<file path="src/rtl/core/cmc_pkg.sv">
package cmc_pkg;

    localparam int MAX_POINTS_DEF    = 65536;
    localparam int FRACTION_BITS_DEF = 16;

    localparam int COORD_W = 24;
    localparam int COLOR_W = 17;
    localparam int SUM_W   = 40;
    localparam int PSUM_W  = 64;
    localparam int COV_W   = 40;
    localparam int DIVX_W  = 65;
    localparam int DIV_W   = 66;
    localparam int QDEPTH  = 2;
    localparam int NMEAN   = 3;
    localparam int NPAIR   = 6;

    localparam logic [1:0] PAIR_I [NPAIR] = '{2'd0, 2'd0, 2'd0, 2'd1, 2'd1, 2'd2};
    localparam logic [1:0] PAIR_J [NPAIR] = '{2'd0, 2'd1, 2'd2, 2'd1, 2'd2, 2'd2};

    localparam logic STAT_POSITION = 1'b0;
    localparam logic STAT_COLOR    = 1'b1;

    typedef struct packed {
        logic signed [COORD_W-1:0] coord_a;
        logic signed [COORD_W-1:0] coord_b;
        logic signed [COORD_W-1:0] coord_c;
        logic [COLOR_W-1:0]        red;
        logic [COLOR_W-1:0]        green;
        logic [COLOR_W-1:0]        blue;
        logic                      last_point;
    } in_t;

    typedef struct packed {
        logic                      statistic;
        logic signed [COORD_W-1:0] mean_a;
        logic signed [COORD_W-1:0] mean_b;
        logic signed [COORD_W-1:0] mean_c;
        logic signed [COV_W-1:0]   cov_aa;
        logic signed [COV_W-1:0]   cov_ab;
        logic signed [COV_W-1:0]   cov_ac;
        logic signed [COV_W-1:0]   cov_bb;
        logic signed [COV_W-1:0]   cov_bc;
        logic signed [COV_W-1:0]   cov_cc;
        logic                      final_result;
    } out_t;

    typedef struct packed {
        logic [NMEAN-1:0][SUM_W-1:0]  pos_sum;
        logic [NMEAN-1:0][SUM_W-1:0]  col_sum;
        logic [NPAIR-1:0][PSUM_W-1:0] pos_prod;
        logic [NPAIR-1:0][PSUM_W-1:0] col_prod;
    } snap_t;

endpackage

</file>
<file path="src/rtl/core/cmc_divider.sv">
module cmc_divider
    import cmc_pkg::*;
#(
    parameter int CW = $clog2(MAX_POINTS_DEF + 1)
)
(
    input  logic                     clk,
    input  logic                     rst_n,
    input  logic                     start,
    input  logic signed [DIVX_W-1:0] x,
    input  logic [CW-1:0]            d,
    output logic                     done,
    output logic signed [DIV_W-1:0]  q
);

    localparam int IW = $clog2(DIV_W + 1);

    logic [DIV_W-1:0] quo_reg;
    logic [CW:0]      rem_reg;
    logic [CW-1:0]    d_reg;
    logic             neg_reg, busy_reg;
    logic [IW-1:0]    it_reg;
    logic signed [DIV_W-1:0] y;
    logic [CW+1:0]    trial;
    logic [CW+1:0]    diff;

    assign y     = DIV_W'(x) + DIV_W'(d >> 1);
    assign trial = {rem_reg, quo_reg[DIV_W-1]};
    assign diff  = trial - {2'b00, d_reg};
    assign done  = busy_reg && (it_reg == '0);

    always_comb
    begin
        if (!neg_reg)
            q = quo_reg;
        else if (rem_reg != '0)
            q = -(quo_reg + 1'b1);
        else
            q = -quo_reg;
    end

    always_ff @(posedge clk)
    begin
        if (start)
        begin
            quo_reg <= y[DIV_W-1] ? -y : y;
            rem_reg <= '0;
            d_reg   <= d;
            neg_reg <= y[DIV_W-1];
        end
        else if (busy_reg && it_reg != '0)
        begin
            if (!diff[CW+1])
            begin
                rem_reg <= diff[CW:0];
                quo_reg <= {quo_reg[DIV_W-2:0], 1'b1};
            end
            else
            begin
                rem_reg <= trial[CW:0];
                quo_reg <= {quo_reg[DIV_W-2:0], 1'b0};
            end
        end
    end

    always_ff @(posedge clk or negedge rst_n)
    begin
        if (!rst_n)
        begin
            busy_reg <= 1'b0;
            it_reg   <= '0;
        end
        else if (start)
        begin
            busy_reg <= 1'b1;
            it_reg   <= IW'(DIV_W);
        end
        else if (done)
            busy_reg <= 1'b0;
        else if (busy_reg)
            it_reg <= it_reg - 1'b1;
    end

endmodule

</file>
<file path="src/rtl/core/cmc_back.sv">
module cmc_back
    import cmc_pkg::*;
#(
    parameter int CW            = $clog2(MAX_POINTS_DEF + 1),
    parameter int FRACTION_BITS = FRACTION_BITS_DEF
)
(
    input  logic          clk,
    input  logic          rst_n,
    input  logic          q_valid,
    input  snap_t         q_snap,
    input  logic [CW-1:0] q_count,
    output logic          q_pop,
    output logic          out_valid,
    output out_t          out_item,
    input  logic          out_pop
);

    typedef enum logic [5:0] {
        ST_IDLE = 6'b000001,
        ST_LOAD = 6'b000010,
        ST_DIV  = 6'b000100,
        ST_MUL  = 6'b001000,
        ST_COV  = 6'b010000,
        ST_EMIT = 6'b100000
    } state_t;

    localparam logic [3:0] K_LAST = 4'(NMEAN + NPAIR - 1);

    state_t state_reg, state_next;
    logic [3:0] k_reg, k_next;
    logic stat_reg, stat_next;
    logic signed [COORD_W-1:0]   mean_reg [NMEAN];
    logic signed [63:0]          e_reg;
    logic signed [2*COORD_W-1:0] prod_reg;
    logic signed [COV_W-1:0]     cov_reg [NPAIR];
    out_t out_reg;
    logic out_valid_reg;

    logic [2:0] pidx;
    logic [1:0] midx;
    logic signed [DIVX_W-1:0] opnd;
    logic div_start, div_done;
    logic signed [DIV_W-1:0] div_q;
    logic signed [DIV_W-1:0] diff, rnd;
    logic signed [COV_W-1:0] cov_sat;
    logic signed [COORD_W-1:0] mean_sat;
    logic signed [63:0] e_sat;
    logic out_free;

    assign pidx = 3'(k_reg - 4'(NMEAN));
    assign midx = k_reg[1:0];

    always_comb
    begin
        if (k_reg < 4'(NMEAN))
        begin
            if (stat_reg == STAT_POSITION)
                opnd = DIVX_W'(signed'(q_snap.pos_sum[midx]));
            else
                opnd = DIVX_W'({1'b0, q_snap.col_sum[midx]});
        end
        else if (stat_reg == STAT_POSITION)
            opnd = DIVX_W'(signed'(q_snap.pos_prod[pidx]));
        else
            opnd = DIVX_W'(signed'(q_snap.col_prod[pidx]));
    end

    assign div_start = (state_reg == ST_LOAD);

    cmc_divider #(.CW(CW)) u_div (
        .clk   (clk),
        .rst_n (rst_n),
        .start (div_start),
        .x     (opnd),
        .d     (q_count),
        .done  (div_done),
        .q     (div_q)
    );

    always_comb
    begin
        if (div_q > DIV_W'(signed'(24'sh7FFFFF)))
            mean_sat = 24'sh7FFFFF;
        else if (div_q < DIV_W'(signed'(24'sh800000)))
            mean_sat = 24'sh800000;
        else
            mean_sat = div_q[COORD_W-1:0];
        if (div_q > (DIV_W'(1) <<< 62))
            e_sat = 64'sh4000000000000000;
        else if (div_q < -(DIV_W'(1) <<< 62))
            e_sat = -64'sh4000000000000000;
        else
            e_sat = div_q[63:0];
        diff = DIV_W'(e_reg) - DIV_W'(prod_reg);
        rnd  = (diff + (DIV_W'(1) <<< (FRACTION_BITS - 1))) >>> FRACTION_BITS;
        if (rnd > DIV_W'(signed'(40'sh7FFFFFFFFF)))
            cov_sat = 40'sh7FFFFFFFFF;
        else if (rnd < DIV_W'(signed'(40'sh8000000000)))
            cov_sat = 40'sh8000000000;
        else
            cov_sat = rnd[COV_W-1:0];
    end

    assign out_free = !out_valid_reg || out_pop;

    always_comb
    begin
        state_next = state_reg;
        k_next     = k_reg;
        stat_next  = stat_reg;
        q_pop      = 1'b0;
        case (state_reg)
            ST_IDLE:
                if (q_valid)
                begin
                    k_next     = '0;
                    stat_next  = STAT_POSITION;
                    state_next = ST_LOAD;
                end
            ST_LOAD:
                state_next = ST_DIV;
            ST_DIV:
                if (div_done)
                begin
                    if (k_reg < 4'(NMEAN))
                    begin
                        k_next     = k_reg + 1'b1;
                        state_next = ST_LOAD;
                    end
                    else
                        state_next = ST_MUL;
                end
            ST_MUL:
                state_next = ST_COV;
            ST_COV:
                if (k_reg == K_LAST)
                    state_next = ST_EMIT;
                else
                begin
                    k_next     = k_reg + 1'b1;
                    state_next = ST_LOAD;
                end
            ST_EMIT:
                if (out_free)
                begin
                    k_next = '0;
                    if (stat_reg == STAT_POSITION)
                    begin
                        stat_next  = STAT_COLOR;
                        state_next = ST_LOAD;
                    end
                    else
                    begin
                        q_pop      = 1'b1;
                        state_next = ST_IDLE;
                    end
                end
            default:
                state_next = ST_IDLE;
        endcase
    end

    always_ff @(posedge clk)
    begin
        if (state_reg == ST_DIV && div_done)
        begin
            if (k_reg < 4'(NMEAN))
                mean_reg[midx] <= mean_sat;
            else
                e_reg <= e_sat;
        end
        if (state_reg == ST_MUL)
            prod_reg <= mean_reg[PAIR_I[pidx]] * mean_reg[PAIR_J[pidx]];
        if (state_reg == ST_COV)
            cov_reg[pidx] <= cov_sat;
        if (state_reg == ST_EMIT && out_free)
        begin
            out_reg.statistic    <= stat_reg;
            out_reg.mean_a       <= mean_reg[0];
            out_reg.mean_b       <= mean_reg[1];
            out_reg.mean_c       <= mean_reg[2];
            out_reg.cov_aa       <= cov_reg[0];
            out_reg.cov_ab       <= cov_reg[1];
            out_reg.cov_ac       <= cov_reg[2];
            out_reg.cov_bb       <= cov_reg[3];
            out_reg.cov_bc       <= cov_reg[4];
            out_reg.cov_cc       <= cov_reg[5];
            out_reg.final_result <= stat_reg;
        end
    end

    always_ff @(posedge clk or negedge rst_n)
    begin
        if (!rst_n)
        begin
            state_reg     <= ST_IDLE;
            k_reg         <= '0;
            stat_reg      <= STAT_POSITION;
            out_valid_reg <= 1'b0;
        end
        else
        begin
            state_reg <= state_next;
            k_reg     <= k_next;
            stat_reg  <= stat_next;
            if (state_reg == ST_EMIT && out_free)
                out_valid_reg <= 1'b1;
            else if (out_pop)
                out_valid_reg <= 1'b0;
        end
    end

    assign out_valid = out_valid_reg;
    assign out_item  = out_reg;

endmodule

</file>
<file path="config.mk">
export PLATFORM = sky130hd
export DESIGN_NAME = cmc_back
export DESIGN_NICKNAME = d
export VERILOG_FILES = /design/src/rtl/core/cmc_pkg.sv /design/src/rtl/core/cmc_divider.sv /design/src/rtl/core/cmc_back.sv
export SDC_FILE = /design/constraint.sdc
export NUM_CORES = 2
export LEC_CHECK = 0
export BUFFER_PORTS_ARGS = -buffer_cell sky130_fd_sc_hd__buf_4
export CAP_MARGIN = 10
export CORE_AREA = 4 4 524 526
export CTS_CLUSTER_DIAMETER = 30
export DETAILED_ROUTE_END_ITERATION = 6
export DIE_AREA = 0 0 528 530
export SYNTH_ARGS = -nofsm -noshare
export SYNTH_HDL_FRONTEND = slang
export SYNTH_SLANG_ARGS = --single-unit
</file>
<file path="constraint.sdc">
create_clock -name clk -period 38.8 [get_ports clk]
set_clock_uncertainty 0.15 [all_clocks]
set_input_delay 5.82 -clock clk [delete_from_list [all_inputs] [get_ports clk]]
set_output_delay 5.82 -clock clk [all_outputs]
set_load 0.1 [all_outputs]
</file>
Word level (Yosys, flattened, before mapping)
Memory sizes are Yosys's and may differ from the RTL's. A register that Yosys moved wholly into a read port is not among the register bits.
Index checks and enable logic that the tools add are counted.

storage, ports and cells
  ROM bits = 32
  output and inout bits = 316
  latch bits = 0
  memories kept = 4
  memory bits (writable) = 312
  register bits = 235
  bits of input ports = 1,029

operators by class
  reductions and logical operators = 21
  eq/ne operators = 13
  div/mod/pow operators = 0
  $mul = 1
  shift operators = 0
  add/sub/neg operators = 11
  multiplexer cells = 58
  order comparisons = 10
  bitwise logic cells = 2

memory list
  memory           words  bits a word  read ports  clocked after memory_dff  wr ports  line             text
  cov_reg          6      40           6           6                         1         cmc_back.sv:36   logic signed [COV_W-1:0] cov_reg [NPAIR];
  mean_reg         3      24           5           3                         1         cmc_back.sv:33   logic signed [COORD_W-1:0] mean_reg [NMEAN];
  (no name shown)  8      2            1           0                         0         cmc_back.sv:174  prod_reg <= mean_reg[PAIR_I[pidx]] * mean_reg[PAIR_J[pidx]];
  (no name shown)  8      2            1           0                         0         cmc_back.sv:174

operator list
  operator                                                                            count
  64-bit binary-select mux with 3-bit select                                          2
  66-bit 2-to-1 mux                                                                   5
  66-bit negation                                                                     3
  65-bit 2-to-1 mux                                                                   3
  64-bit 2-to-1 mux                                                                   3
  40-bit binary-select mux with 2-bit select                                          2
  40-bit 2-to-1 mux                                                                   4
  65-bit by 17-bit adder with 66-bit output                                           1
  65-bit by 17-bit adder with 66-bit output (second input constant)                   1
  66-bit by 1-bit adder with 66-bit output (second input constant)                    1
  66-bit by 24-bit greater-than comparator with 1-bit output (second input constant)  1
  66-bit by 64-bit greater-than comparator with 1-bit output (second input constant)  1
  66-bit by 24-bit < comparator with 1-bit output (second input constant)             1
  66-bit by 63-bit < comparator with 1-bit output (second input constant)             1
  64-bit by 48-bit subtractor with 65-bit output                                      1
  50-bit by 40-bit greater-than comparator with 1-bit output (second input constant)  1
  50-bit by 40-bit < comparator with 1-bit output (second input constant)             1
  24-bit by 24-bit multiplier with 48-bit output                                      1
  24-bit 2-to-1 mux                                                                   2
  6-bit case mux with 6 select lines                                                  1
  4-bit 2-to-1 mux                                                                    6
  6-bit 2-to-1 mux                                                                    4
  7-bit 2-to-1 mux                                                                    3
  19-bit by 17-bit subtractor with 19-bit output                                      1
  other kinds (34)                                                                    66

Longest topological paths before layout
  depth in word-level cells = 9
  mapped depth = 47

Modules after synthesis
From an unflattened synthesis, not the netlist that was laid out.

unflattened totals
  cell total of the unflattened synthesis = 6,443
  area, all modules = 70,477.6 um^2

modules (own cells, without submodules)
  module       area each (um^2)  instances  sequential area each (um^2)  cells an instance
  cmc_back     59,662.2          1          23,153.5                     5,155
  cmc_divider  10,815.4          1          3,083.0                      1,288

Least setup slack after synthesis
No wires, ideal clock.

  kind = input-to-reg
  from = in out_pop
  to = reg out_reg (netlist bit out_item[0]), enable pin
  stages on the path = 2
  arrival = 19.693 ns
  slack = 17.931 ns
  library setup time = 1.027 ns
  required time = 37.623 ns
  buffers on the path = 0
  cell sequence = nand2b_1 -> nor2b_1

between the ends
  word-level cells in the longest chain between the ends = 2

RTL lines
  item               line             text
  from (decl)        cmc_back.sv:16   input logic out_pop
  1-bit logical OR   cmc_back.sv:105  assign out_free = !out_valid_reg || out_pop;
  1-bit logical AND  cmc_back.sv:177  if (state_reg == ST_EMIT && out_free)
  to (decl)          cmc_back.sv:37   out_t out_reg;

No other way between the ends.
A chain may end at the register's enable or synchronous reset.

Final worst setup path
  from = in q_snap[195] in the netlist's numbering
  to = reg u_div.quo_reg[59], data pin

between the ends
  word-level cells in the longest chain between the ends = 8

RTL lines
  item                                            line               text
  from (decl)                                     cmc_back.sv:11     input snap_t q_snap,
  64-bit binary-select mux with 3-bit select (*)  cmc_back.sv:66     opnd = DIVX_W'(signed'(q_snap.col_prod[pidx]));
  64-bit 2-to-1 mux (not written as such) (*)     cmc_back.sv:66
  65-bit 2-to-1 mux (*)                           cmc_back.sv:63     else if (stat_reg == STAT_POSITION)
  65-bit 2-to-1 mux (*)                           cmc_back.sv:56     if (k_reg < 4'(NMEAN))
  65-bit by 17-bit adder with 66-bit output (*)   cmc_divider.sv:27  assign y = DIV_W'(x) + DIV_W'(d >> 1);
  66-bit negation                                 cmc_divider.sv:46  quo_reg <= y[DIV_W-1] ? -y : y;
  66-bit 2-to-1 mux (*)                           cmc_divider.sv:46
  66-bit 2-to-1 mux (*)                           cmc_divider.sv:44  if (start)
  to (signal assigned)                            cmc_divider.sv:46
  to (signal assigned)                            cmc_divider.sv:56  quo_reg <= {quo_reg[DIV_W-2:0], 1'b1};
  to (signal assigned)                            cmc_divider.sv:61  quo_reg <= {quo_reg[DIV_W-2:0], 1'b0};
  to (decl)                                       cmc_divider.sv:18  logic [DIV_W-1:0] quo_reg;

Every way passes the cells marked *; elsewhere a longest branch is shown, timed or not. The select of a mux whose other input is x is not followed.

==> summary.txt <==
Cells and area
  – Share of cells above drive strength 1: 27.0%
  – Design area: 89500 sq um
  – Nets: 9488
  – Largest register FFs: roughly 310
  – # fillers: 27424
  – Commonest non-fill, non-tap cell in the layout: buf_4
  – Most frequent cells in the layout: buf_4, edfxtp_1, inv_1, fa_1, nand2_1
  – P&R area growth vs syn: 30.3%

Routing
  – WL/cell: 30.7 um
  – Via density: 4.91
  – Iter 0 DRT Violations: 4244
  – Residual DRC count: 2
  – Vias: 55526
  – Routed wire length: 347000 um
  – Post-route ant nets: 0
  – Pre-antenna DRT Iters: 7

Flow run
  – Max_cap viols: 0

Global route
  – Aggregate global-route resource usage: between 20% and 30%
  – GRT Residual Overflow: 0
  – Vias in the first global route: ~57000
  – Global-route wire length before repair: 466000 um
  – Initial antenna violation count: 105
  – Largest net degree at the start of global routing: 103

Timing
  – Worst slew margin: 7.87%
  – Final-report setup violation count: 0
  – Final worst slack: 25.98 ns
  – Tcrit/Tclk final: about a third
  – Worst-Margin Slew: 1.36 ns
  – Highest clock rate: 78.0 MHz
  – Fin. max-slew vios: 0
  – Final Hold Viols: 0
  – Final TNS setup: 0 ns
  – Post-layout min period: between 10 and 15 ns
  – Unrepaired setup endpoints after global routing: false

Floorplanning
  – Initial Util: 25.4%
  – Die Height: 530 um
  – Die width: 528 um
  – Core area: 270000 sq um
  – Ports: between 1000 and 1500
  – Die area: around 280000 sq um
  – Standard-cell rows: around 190

Worst setup path
  – Critical path class: primary input to flip-flop
  – Critical path's largest stage delay: 1.14 ns
  – FF-to-FF Start: k_reg[0]
  – CP max stage cell: o311ai_0
  – Reg2Reg Setup Slack: 26.44 ns
  – CP max FO: 11
  – R2R Path End: prod_reg[47]
  – Arrival time worst endpoint: 13.22 ns
  – CP Cell Sequence: buf_4 -> mux2i_1 -> o311ai_0 -> o21ai_0 -> a21oi_1 -> ha_1 -> nand2_1 -> o211ai_1 -> nand3_1 -> nand2_1 -> a311o_1 -> nand4_1 -> or4_1 -> or3_1 -> a211oi_1 -> o211ai_1 -> or4_1 -> nor3_1 -> nand3_1 -> a311o_1
  – CP startpoint kind: primary input
  – Path depth of the worst reg2reg path: 36
  – CP required: approximately 39 ns
  – Setup crit start: q_snap[195]
  – Crit path capture: u_div.quo_reg[59]
  – Crit. End Element: flip-flop

Yosys
  – EDFF count, synth: approximately 850
  – Yosys reg bits: just under 900
  – Top cell type by total area after synthesis: edfxtp_1
  – Asr flop ratio synth: 2.27%
  – Yosys cell types: 89
  – Yosys warns: 0
  – Syn Area/Cell: between 10 and 15 sq um
  – Top post-synthesis cells by area: edfxtp_1, fa_1, ha_1
  – Seq/Total Area, Yosys: 38.2%
  – Top FF cell, synth: edfxtp_1
  – Cell count after synthesis: 6182
  – Mapped Area: 68700 sq um
  – Share of the synthesized area in the top cell type: 36.9%

Clock tree
  – CTS tree: done
  – Clock transition at path regs: roughly 0.050 ns
  – CTS-repair resized insts: 0
  – Clock Latency Late Sink: 0.80 ns
  – TritonCTS sink count: 883
  – TritonCTS Buffers: 154
  – CTS H-tree lvls: 4
  – Clock root buffer master: clkbuf_16
  – # Post-CTS Setup Buffers: 0
  – Clock buffer depth: 3
  – Hold Buf Count CTS: 0

Outcome
  – Violated checks: design-rule violations
  – Outcome: finished, violations left

Placement
  – PortBufs: about 1300
  – Pre-CTS setup slack: 25.39 ns
  – GPL Wtd Cong: ~1.1
  – DP HPWL: 292000 um
  – Area post-placement: 83600 sq um

Hold path
  – Min-Delay Path Class: flip-flop to flip-flop
==> kinds of logic (layout without fill, tap and decap cells) <==
family                     after synthesis  in the layout  share of synthesized area (%)
DFF                                    883            883                           38.2
xor gates and xnor gates               294            294                           3.75
muxes                                  407            407                           8.96
buffers and inverters                 1079           2553                           6.00
other                                    1             76                        0.00546
and+or+nand+nor                       1579           1579                           10.3
AOI/OAI and AO/OA                     1029           1029                           9.54
adders and majority gates              910            910                           23.2
==> layer usage <==
layer  global-route usage (%)  wire [um]  vias up
met1                     29.5     138000    28362
met3                     3.88      19200      489
met2                     41.5     172000     2300
met4                     10.9      17600       26
li1                         -          -    24349
met5                        0        171        -
==> cells in the mapped netlist, types with 42 or more instances <==
cell,count
edfxtp_1,845
inv_1,760
fa_1,609
nand2_1,560
nor2_1,508
o21ai_0,304
ha_1,301
clkbuf_1,251
a21oi_1,240
mux2i_1,203
mux4_2,162
xnor2_1,154
xor2_1,140
nor3_1,127
a21o_1,80
nand3_1,59
o211ai_1,45
mux2_2,42
==> final cells by class <==
class | count | area (sq um) | area share (%)
repair buffers | 1504 | 11300 | 12.6
inverters | 763 | 2870 | 3.20
multi-input cells | 4243 | 38700 | 43.3
clock inverters | 118 | 1800 | 2.02
clock buffers | 168 | 3910 | 4.37
flip-flops and latches | 883 | 26200 | 29.3
well taps | 3570 | 4470 | 4.99
diodes | 52 | 130 | 0.145
==> critical path, delay by kind of cell <==
| kind | cells | cell delay [ns] |
|---|---|---|
| and+or+nand+nor | 9 | 3.36 |
| AOI/OAI and AO/OA | 8 | 3.60 |
| muxes | 1 | 0.09 |
| adders and majority gates | 1 | 0.24 |
| buffers and inverters | 1 | 0.08 |
==> worst min-delay path by stage <==
| stage | cells past startpoint | startpoint | end |
|---|---|---|---|
| after floorplan | 0 | cov_reg[3][19] | out_item[100] |
| after global placement | 0 | cov_reg[1][1] | out_item[162] |
| after detailed placement | 0 | cov_reg[3][21] | out_item[102] |
| after CTS | 0 | cov_reg[3][29] | out_item[110] |
| after global routing | 0 | cov_reg[3][29] | out_item[110] |
| final | 0 | cov_reg[3][29] | out_item[110] |
==> metrics by stage <==
step / instances / utilization [%] / hold WS (ns)
finish: 11301 / 33.1 / 0.213
global route: 11288 / 33.1 / 0.230
CTS: 11249 / 33.1 / 0.212
detailed placement: 10963 / 31.0 / 0.255
global placement: 10960 / 31.0 / 0.251
floorplan: 6205 / - / 0.250
Power is not shown: default switching activity piles up to over one toggle a cycle in this logic, so the estimate is an artifact.
